**src/rtl/fprf_pkg.sv**
```systemverilog
// Shared constants, command/status types and bit-scan helpers for the free page run finder.
package fprf_pkg;

	localparam int DIR_SLOTS_DEF       = 1024;
	localparam int ENTRIES_PER_DIR_DEF = 1024;

	localparam int ACTION_W   = 2;
	localparam int IDX_W      = 10;
	localparam int WANTED_W   = 21;
	localparam int BOUND_W    = 11;
	localparam int PAGE_OUT_W = 20;
	localparam int WORD_W     = 64;
	localparam int BIT_W      = 6;
	localparam int CNT_W      = 7;

	localparam logic [ACTION_W-1:0] ACT_SET_DIR = 2'd0;
	localparam logic [ACTION_W-1:0] ACT_SET_ENT = 2'd1;
	localparam logic [ACTION_W-1:0] ACT_SEARCH  = 2'd2;

	typedef struct packed {
		logic load;
		logic clr_step;
		logic dir_wr;
		logic dir_rd;
		logic word_rd_wr;
		logic word_wr;
		logic word_rd;
		logic absent_step;
		logic word_step;
		logic out_load;
	} fprf_cmd_t;

	typedef struct packed {
		logic [ACTION_W-1:0] action;
		logic                dir_ok;
		logic                ent_ok;
		logic                empty;
		logic                present;
		logic                absent_hit;
		logic                word_hit;
		logic                word_last;
		logic                dir_last;
		logic                clr_last;
	} fprf_sts_t;

	function automatic logic [CNT_W-1:0] trail_ones(input logic [WORD_W-1:0] v);
		logic [CNT_W-1:0] n;
		n = CNT_W'(WORD_W);
		for (int i = WORD_W - 1; i >= 0; i--) begin
			if (!v[i]) begin
				n = CNT_W'(i);
			end
		end
		return n;
	endfunction

	function automatic logic [CNT_W-1:0] lead_ones(input logic [WORD_W-1:0] v);
		logic [CNT_W-1:0] n;
		n = CNT_W'(WORD_W);
		for (int i = 0; i < WORD_W; i++) begin
			if (!v[i]) begin
				n = CNT_W'(WORD_W - 1 - i);
			end
		end
		return n;
	endfunction

	function automatic logic [BIT_W-1:0] low_index(input logic [WORD_W-1:0] v);
		logic [BIT_W-1:0] n;
		n = '0;
		for (int i = WORD_W - 1; i >= 0; i--) begin
			if (v[i]) begin
				n = BIT_W'(i);
			end
		end
		return n;
	endfunction

endpackage

```
**src/rtl/fprf_ctrl.sv**
```systemverilog
// Controller state machine for the free page run finder.
module fprf_ctrl (
	input  logic                clk,
	input  logic                arst_n,
	input  logic                in_valid,
	output logic                in_stall,
	output logic                out_valid,
	input  logic                out_stall,
	input  fprf_pkg::fprf_sts_t sts,
	output fprf_pkg::fprf_cmd_t cmd
);
	import fprf_pkg::*;

	localparam logic [3:0] S_CLEAR   = 4'd0;
	localparam logic [3:0] S_IDLE    = 4'd1;
	localparam logic [3:0] S_DECODE  = 4'd2;
	localparam logic [3:0] S_WR_MOD  = 4'd3;
	localparam logic [3:0] S_DIR_RD  = 4'd4;
	localparam logic [3:0] S_DIR_CHK = 4'd5;
	localparam logic [3:0] S_WRD     = 4'd6;
	localparam logic [3:0] S_WEV     = 4'd7;
	localparam logic [3:0] S_DONE    = 4'd8;

	logic [3:0] state_q;
	logic [3:0] state_d;
	logic       out_valid_q;

	always_comb begin
		cmd     = '0;
		state_d = state_q;
		case (state_q)
			S_CLEAR: begin
				cmd.clr_step = 1'b1;
				if (sts.clr_last) begin
					state_d = S_IDLE;
				end
			end
			S_IDLE: begin
				if (in_valid) begin
					cmd.load = 1'b1;
					state_d  = S_DECODE;
				end
			end
			S_DECODE: begin
				case (sts.action)
					ACT_SET_DIR: begin
						cmd.dir_wr = sts.dir_ok;
						state_d    = S_DONE;
					end
					ACT_SET_ENT: begin
						if (sts.dir_ok && sts.ent_ok) begin
							cmd.word_rd_wr = 1'b1;
							state_d        = S_WR_MOD;
						end else begin
							state_d = S_DONE;
						end
					end
					ACT_SEARCH: begin
						if (sts.empty) begin
							state_d = S_DONE;
						end else begin
							cmd.dir_rd = 1'b1;
							state_d    = S_DIR_CHK;
						end
					end
					default: begin
						state_d = S_DONE;
					end
				endcase
			end
			S_WR_MOD: begin
				cmd.word_wr = 1'b1;
				state_d     = S_DONE;
			end
			S_DIR_RD: begin
				cmd.dir_rd = 1'b1;
				state_d    = S_DIR_CHK;
			end
			S_DIR_CHK: begin
				if (!sts.present) begin
					cmd.absent_step = 1'b1;
					if (sts.absent_hit || sts.dir_last) begin
						state_d = S_DONE;
					end else begin
						state_d = S_DIR_RD;
					end
				end else begin
					cmd.word_rd = 1'b1;
					state_d     = S_WEV;
				end
			end
			S_WRD: begin
				cmd.word_rd = 1'b1;
				state_d     = S_WEV;
			end
			S_WEV: begin
				cmd.word_step = 1'b1;
				if (sts.word_hit) begin
					state_d = S_DONE;
				end else if (sts.word_last) begin
					state_d = sts.dir_last ? S_DONE : S_DIR_RD;
				end else begin
					state_d = S_WRD;
				end
			end
			S_DONE: begin
				if (!out_valid_q || !out_stall) begin
					cmd.out_load = 1'b1;
					state_d      = S_IDLE;
				end
			end
			default: begin
				state_d = S_IDLE;
			end
		endcase
	end

	always_ff @(posedge clk or negedge arst_n) begin
		if (!arst_n) begin
			state_q     <= S_CLEAR;
			out_valid_q <= 1'b0;
		end else begin
			state_q <= state_d;
			if (cmd.out_load) begin
				out_valid_q <= 1'b1;
			end else if (!out_stall) begin
				out_valid_q <= 1'b0;
			end
		end
	end

	assign in_stall  = (state_q != S_IDLE);
	assign out_valid = out_valid_q;

endmodule

```
**config.mk**
```make
export PLATFORM = sky130hd
export DESIGN_NAME = fprf_ctrl
export DESIGN_NICKNAME = d
export VERILOG_FILES = /design/src/rtl/fprf_pkg.sv /design/src/rtl/fprf_ctrl.sv
export SDC_FILE = /design/constraint.sdc
export NUM_CORES = 1
export LEC_CHECK = 0
export BUFFER_PORTS_ARGS = -buffer_cell sky130_fd_sc_hd__buf_2
export CORE_AREA = 2 2 39 41
export CTS_BUF_LIST = sky130_fd_sc_hd__clkbuf_16
export CTS_CLUSTER_SIZE = 8
export DETAILED_ROUTE_END_ITERATION = 10
export DIE_AREA = 0 0 41 43
export HOLD_SLACK_MARGIN = 0.15
export PLACE_DENSITY = 0.72
export SLEW_MARGIN = 25
export SYNTH_ARGS = -nofsm -noshare
export SYNTH_HDL_FRONTEND = slang
export SYNTH_SLANG_ARGS = --single-unit
```
**constraint.sdc**
```tcl
create_clock -name clk -period 1.5 [get_ports clk]
set_input_delay 0.075 -clock clk [delete_from_list [all_inputs] [get_ports clk]]
set_output_delay 0.075 -clock clk [all_outputs]
set_load 0.01 [all_outputs]
```
==> results of run 1 <==
==> worst min-delay path, cell delays in order <==
cell and delay (ns):
buf_2 0.09, o21ai_0 0.14, a32oi_1 0.06
==> metrics by stage <==
stage	instances	instance area (um2)	power, mW	hold slack, ns
5_1_grt	127	923	1.65	0.214
6_report	127	923	1.55	0.193
4_1_cts	120	812	1.36	0.191
3_3_place_gp	114	704	0.895	-0.109
2_1_floorplan	70	514	0.623	-0.221
3_5_place_dp	114	704	0.907	-0.108
==> worst paths after layout <==
path / to / slack [ns] / depth (start not counted) / from
setup / recovery: cmd[5] / 0.03 / 3 / state_q[3]
min in group asynchronous: state_q[3] / 0.20 / 2 / arst_n
hold reg to reg: out_valid / 0.55 / 2 / out_valid
setup reg to reg: state_q[3] / 0.04 / 4 / state_q[0]
max in group asynchronous: state_q[1] / 1.16 / 2 / arst_n
hold / removal: state_q[0] / 0.19 / 3 / sts[0]
==> cells in the mapped netlist <==
cell type,number
nor4_1,1
nand3_1,2
buf_2,2
inv_1,3
nor3b_1,3
and3_1,1
a32oi_1,1
o311ai_0,1
nand2b_1,2
or2b_1,1
nor2_1,7
nor3_1,4
a311oi_1,1
nand3b_1,1
a221o_1,1
nand2_1,10
dfrtp_1,5
nor4b_1,1
ha_1,3
o22ai_1,1
or4b_4,1
mux2_2,1
nor2_4,1
nor2b_1,3
clkbuf_1,2
o21ai_0,3
a21o_1,1
a21oi_1,5
or2_2,1
a31oi_1,1
==> repair_timing <==
item / 4_1_cts / 5_1_grt
gates resized for setup: 3 / 12
gates cloned: 0 / 1
hold buffers: 2 / 0
pin swaps: 0 / 3
buffers inserted: 0 / 6
setup endpoints to repair: 1 / 8
hold endpoints to repair: 6 / 0
==> kinds of logic (layout without fill, tap and decap cells) <==
group                      count (synthesis)  count (layout)  share of synthesized area [%]
buffers and inverters                      7              48                           5.60
and+or+nand+nor                           39              39                           41.9
AOI/OAI and AO/OA                         15              15                           18.7
DFF                                        5               5                           24.3
muxes                                      1               1                           2.19
adders and majority gates                  3               3                           7.30
==> flip-flops by register name, summed over array words and instances, names as in the netlist <==
register	count
state_q	4
out_valid	1
==> power breakdown <==
part	total [mW]	switching [mW]	leakage [nW]	internal [mW]
registers	0.239	0.0503	0.0635	0.189
logic	0.884	0.411	0.342	0.473
clock network	0.425	0.0801	0.0423	0.344
==> layer usage <==
| metal | share of wire, % | wire length (um) | global-route usage [%] |
|---|---|---|---|
| met1 | 42 | 674 | 19.9 |
| met2 | 52 | 845 | 30.9 |
| met3 | 3.9 | 63 | 3.14 |
| met4 | 2.3 | 38 | 14.0 |
| met5 | 0 | 0 | 0 |
==> area by class of cell <==
cell class | instances | area [um2]
Multi-Input combinational cell | 58 | 394
Inverter | 3 | 16.3
Tap cell | 16 | 20.0
Clock buffer | 3 | 75.1
Fill cell | 110 | 460
Sequential cell | 5 | 126
Timing Repair Buffer | 41 | 288
Clock inverter | 1 | 3.75
==> out/metrics.cfg, run 1 <==
[outcome]
status=finished, final reports clean

[finish]
final_core_util_pct=66.7
drive_above_1_share_pct=49.5
final_common_cell=buf_2
mostFrequentLayoutCells=25 x buf_2, 10 x nand2_1, 10 x buf_4, 6 x nor2_1
layout-area-overhead-vs-synth_pct=79.6
num_antenna_cells=0
final_nets=130

[synthesis]
synth.distinct_cells=30
ys_ff_latch=5
avgSynthCellArea_um2=7.35
syn_area_um2=514
netlist_instances=70
yosysTopAreaCell=dfrtp_1
syn_nets=88
ys_warn_count=0
netlist_top_cells_area=dfrtp_1 24%, ha_1 7.3%, nand2_1 7.3%
yosysSeqAreaShare_pct=24.3
synth_top_area_share_pct=24.3

[detailed_routing]
wl_per_cell_um=12.8
drc=0
first_pass_iters=4
drtAntennaViolNets=0
via_per_inst=5.25
drt_wl_total_um=1620
vias=667
drt_iter0_markers=12

[sta]
finalWorstSetupSlack_ns=0.0342
slew_headroom_pct=73.7
fin_worst_skew_ns=0.000663
grt_setup_unrepaired=yes
slew_viol_final=0
fin_tns_setup_ns=0
setup_viol=0
tightest_slew_ns=0.389
min_period_ns=1.47
fmax_ghz=0.682
post-route-period-util_pct=97.7
finalHoldViolCount=0

[power]
p_leak_nw=0.448
worst_ir_drop_vdd_mv=1.03
power_density_nw_per_um2=1680

[critical_path]
slowest_stage=or4b_4
start_kind=flip-flop
crit_buf_inv=1
critPathKind=reg -> out
arrival_ns=1.39
crit_family=simple AND/OR/NAND/NOR gates
required_ns=1.42
crit_fanout=2
cpPeakStageDelay_ns=0.57
cp_cell_sequence=or4b_4 > nor2_4 > buf_6
end_kind=output port

[worst_hold_path]
hold_path.class=in -> reg

[clock_tree]
cts_root_buf=clkbuf_16
cts_tree=built
clk_latency_ns=0.22
clkTransAtPathRegs_ns=0.03
clock-sinks=5
htree_levels=1
clock_path_buffers=2
cts-buffers-inserted=3

[placement]
post-place-ws_ns=-0.0211
port_buffers=26
gp_congestion=0.753
post-dp-hpwl_um=1090

[floorplan]
die_area_um2=1760
initial_core_util_pct=37.2
fp.coreArea_um2=1380
die_y_um=43
num_rows=14
ios=27
dieWidth_um=41

[grt]
grt_pass1_vias=567
antenna_found_initial=0
track_usage_pct=18.8
grt_pass1_wl_um=2190
grt_max_degree=17
gr-total-overflow=0

[flow_run]
drv_cap=0

Power figures use the tool's default switching activity.
==> run 2: changes to the inputs <==
--- a/config.mk
+++ b/config.mk
@@ -6,13 +6,15 @@
 export NUM_CORES = 1
 export LEC_CHECK = 0
 export BUFFER_PORTS_ARGS = -buffer_cell sky130_fd_sc_hd__buf_2
-export CORE_AREA = 2 2 39 41
+export CELL_PAD_IN_SITES_DETAIL_PLACEMENT = 1
+export CELL_PAD_IN_SITES_GLOBAL_PLACEMENT = 1
+export CORE_AREA = 2 2 46 48
 export CTS_BUF_LIST = sky130_fd_sc_hd__clkbuf_16
 export CTS_CLUSTER_SIZE = 8
 export DETAILED_ROUTE_END_ITERATION = 10
-export DIE_AREA = 0 0 41 43
+export DIE_AREA = 0 0 48 50
 export HOLD_SLACK_MARGIN = 0.15
-export PLACE_DENSITY = 0.72
+export PLACE_DENSITY = 0.74
 export SLEW_MARGIN = 25
 export SYNTH_ARGS = -nofsm -noshare
 export SYNTH_HDL_FRONTEND = slang
==> out/metrics.cfg, run 2 (synthesis results as in run 1) <==
[outcome]
status=finished with violations
violations=negative setup slack

[sta]
setup_viol=1  ; +1
finalHoldViolCount=0  ; unchanged
post-route-period-util_pct=100  ; +2.7 points
grt_setup_unrepaired=yes
fmax_ghz=0.664  ; -2.7%
fin_tns_setup_ns=-0.00649  ; -0.00649 ns
finalWorstSetupSlack_ns=-0.00649  ; -0.0407 ns
fin_worst_skew_ns=0.000422  ; -0.000241 ns
timing.hold.ws_ns=0.197  ; +0.00361 ns
slew_headroom_pct=78.1  ; +4.4 points
min_period_ns=1.51  ; +0.0407 ns
slew_viol_final=0  ; unchanged
tightest_slew_ns=0.324  ; -0.0648 ns

[clock_tree]
clock-sinks=5  ; unchanged
cts-buffers-inserted=3  ; unchanged
clkTransAtPathRegs_ns=0.03  ; about the same
cts_root_buf=clkbuf_16
clock_path_buffers=2  ; unchanged
htree_levels=1  ; unchanged
clk_latency_ns=0.23  ; about the same
cts_tree=built

[critical_path]
arrival_ns=1.43  ; +0.04 ns
cp_cell_sequence=or4b_4 > nor2_4 > buf_2
slowest_stage=or4b_4
critPathKind=reg -> out
crit_fanout=5  ; +3
cpPeakStageDelay_ns=0.52  ; -0.05 ns
start_kind=flip-flop
required_ns=1.42  ; about the same
end_kind=output port

[floorplan]
ios=27  ; unchanged
die_area_um2=2400  ; +36%
die_y_um=50  ; +16%
dieWidth_um=48  ; +17%
initial_core_util_pct=27.0  ; -10 points
num_rows=16  ; +2
fp.coreArea_um2=1900  ; +37%

[grt]
grt_pass1_vias=640  ; +13%
track_usage_pct=16.4  ; -2.5 points
grt_pass1_wl_um=2820  ; +28%
antenna_found_initial=0  ; unchanged
grt_max_degree=13  ; -4
gr-total-overflow=0  ; unchanged

[power]
worst_ir_drop_vdd_mv=0.974  ; -5.5%
power_density_nw_per_um2=1620  ; -3.5%
power.total_mw=1.46  ; -5.5%
p_leak_nw=0.434  ; -3.1%

[placement]
place_area_um2=721  ; +2.3%
post-place-ws_ns=0.0220  ; +0.0431 ns
gp_congestion=0.820  ; +9.0%
post-dp-hpwl_um=1390  ; +27%
dp_cells=127  ; +11%
port_buffers=26  ; unchanged

[finish]
multi_input_area_um2=400  ; +1.6%
mostFrequentLayoutCells=26 x buf_2, 12 x buf_4, 9 x nand2_1, 7 x nor2_1, 4 x dfrtp_1
final_core_util_pct=47.6  ; -19 points
largest_reg_flops=4  ; unchanged
postLayoutCellArea_um2=905  ; -2.0%
regMostFlops=state_q
num_antenna_cells=0  ; unchanged
final_common_cell=buf_2
layout-area-overhead-vs-synth_pct=75.9
regArea_um2=126  ; unchanged
drive_above_1_share_pct=50.5  ; +0.90 points
nFillCells=253  ; +130%
fin_cells=138  ; +8.7%
final_nets=130  ; unchanged

[detailed_routing]
maxUsedRoutingLayer=met4
wl_met1_um=724  ; +7.4%
drt_iter0_markers=4  ; -8
wl_per_cell_um=12.8  ; about the same
drc=0  ; unchanged
met2WireLength_um=951  ; +13%
via_per_inst=4.83  ; -8.0%
drt_wl_total_um=1760  ; +8.7%
vias=667  ; unchanged
drtAntennaViolNets=0  ; unchanged
wl_met3_um=62  ; -1.6%
first_pass_iters=4  ; unchanged

[flow_run]
drv_cap=0  ; unchanged

[worst_hold_path]
hold_path.class=in -> async

[run 2: path summary, 6_finish.rpt]
| path | startpoint | to | slack, ns | cells past startpoint |
|---|---|---|---|---|
| hold reg to reg | out_valid | out_valid | 0.54 | 2 |
| min in group clk | sts[0] | state_q[0] | 0.26 | 3 |
| hold / removal | arst_n | state_q[2] | 0.20 | 2 |
| setup reg to reg | state_q[0] | state_q[0] | 0.04 | 4 |
| max in group asynchronous | arst_n | state_q[0] | 1.16 | 2 |
| setup / recovery | state_q[0] | cmd[5] | -0.006 | 3 |
[run 2: final cells by class]
| type | instances | share of cell area [%] |
|---|---|---|
| multi-input combinational | 58 | 44.3 |
| timing repair buffer | 41 | 27.8 |
| clock buffer | 3 | 8.30 |
| clock inverter | 1 | 0.415 |
| inverter | 3 | 1.52 |
| sequential | 5 | 14.0 |
| tap | 27 | 3.73 |
[run 2: routing by layer]
layer / global-route usage [%] / vias up
li1: - / 330
met4: 6.76 / 0
met3: 1.10 / 2
met1: 20.0 / 315
met5: 0 / -
met2: 28.0 / 20
[run 2: where the power goes]
part / switching, mW / internal [mW] / total (mW)
sequential: 0.0403 / 0.189 / 0.229
combinational: 0.412 / 0.391 / 0.803
clock: 0.0860 / 0.345 / 0.431
[run 2: what timing repair did]
action,4_1_cts,5_1_grt
setup endpoints to repair,5,8
resized for setup,6,7
pin swaps,2,2
hold buffers,2,0
hold endpoints to repair,6,0
setup buffers,0,5
[run 2: critical path, delay by kind of cell, from the launching register on]
kind,cells,cell delay (ns)
buffers and inverters,1,0.13
and+or+nand+nor,2,0.65
DFF,1,0.42
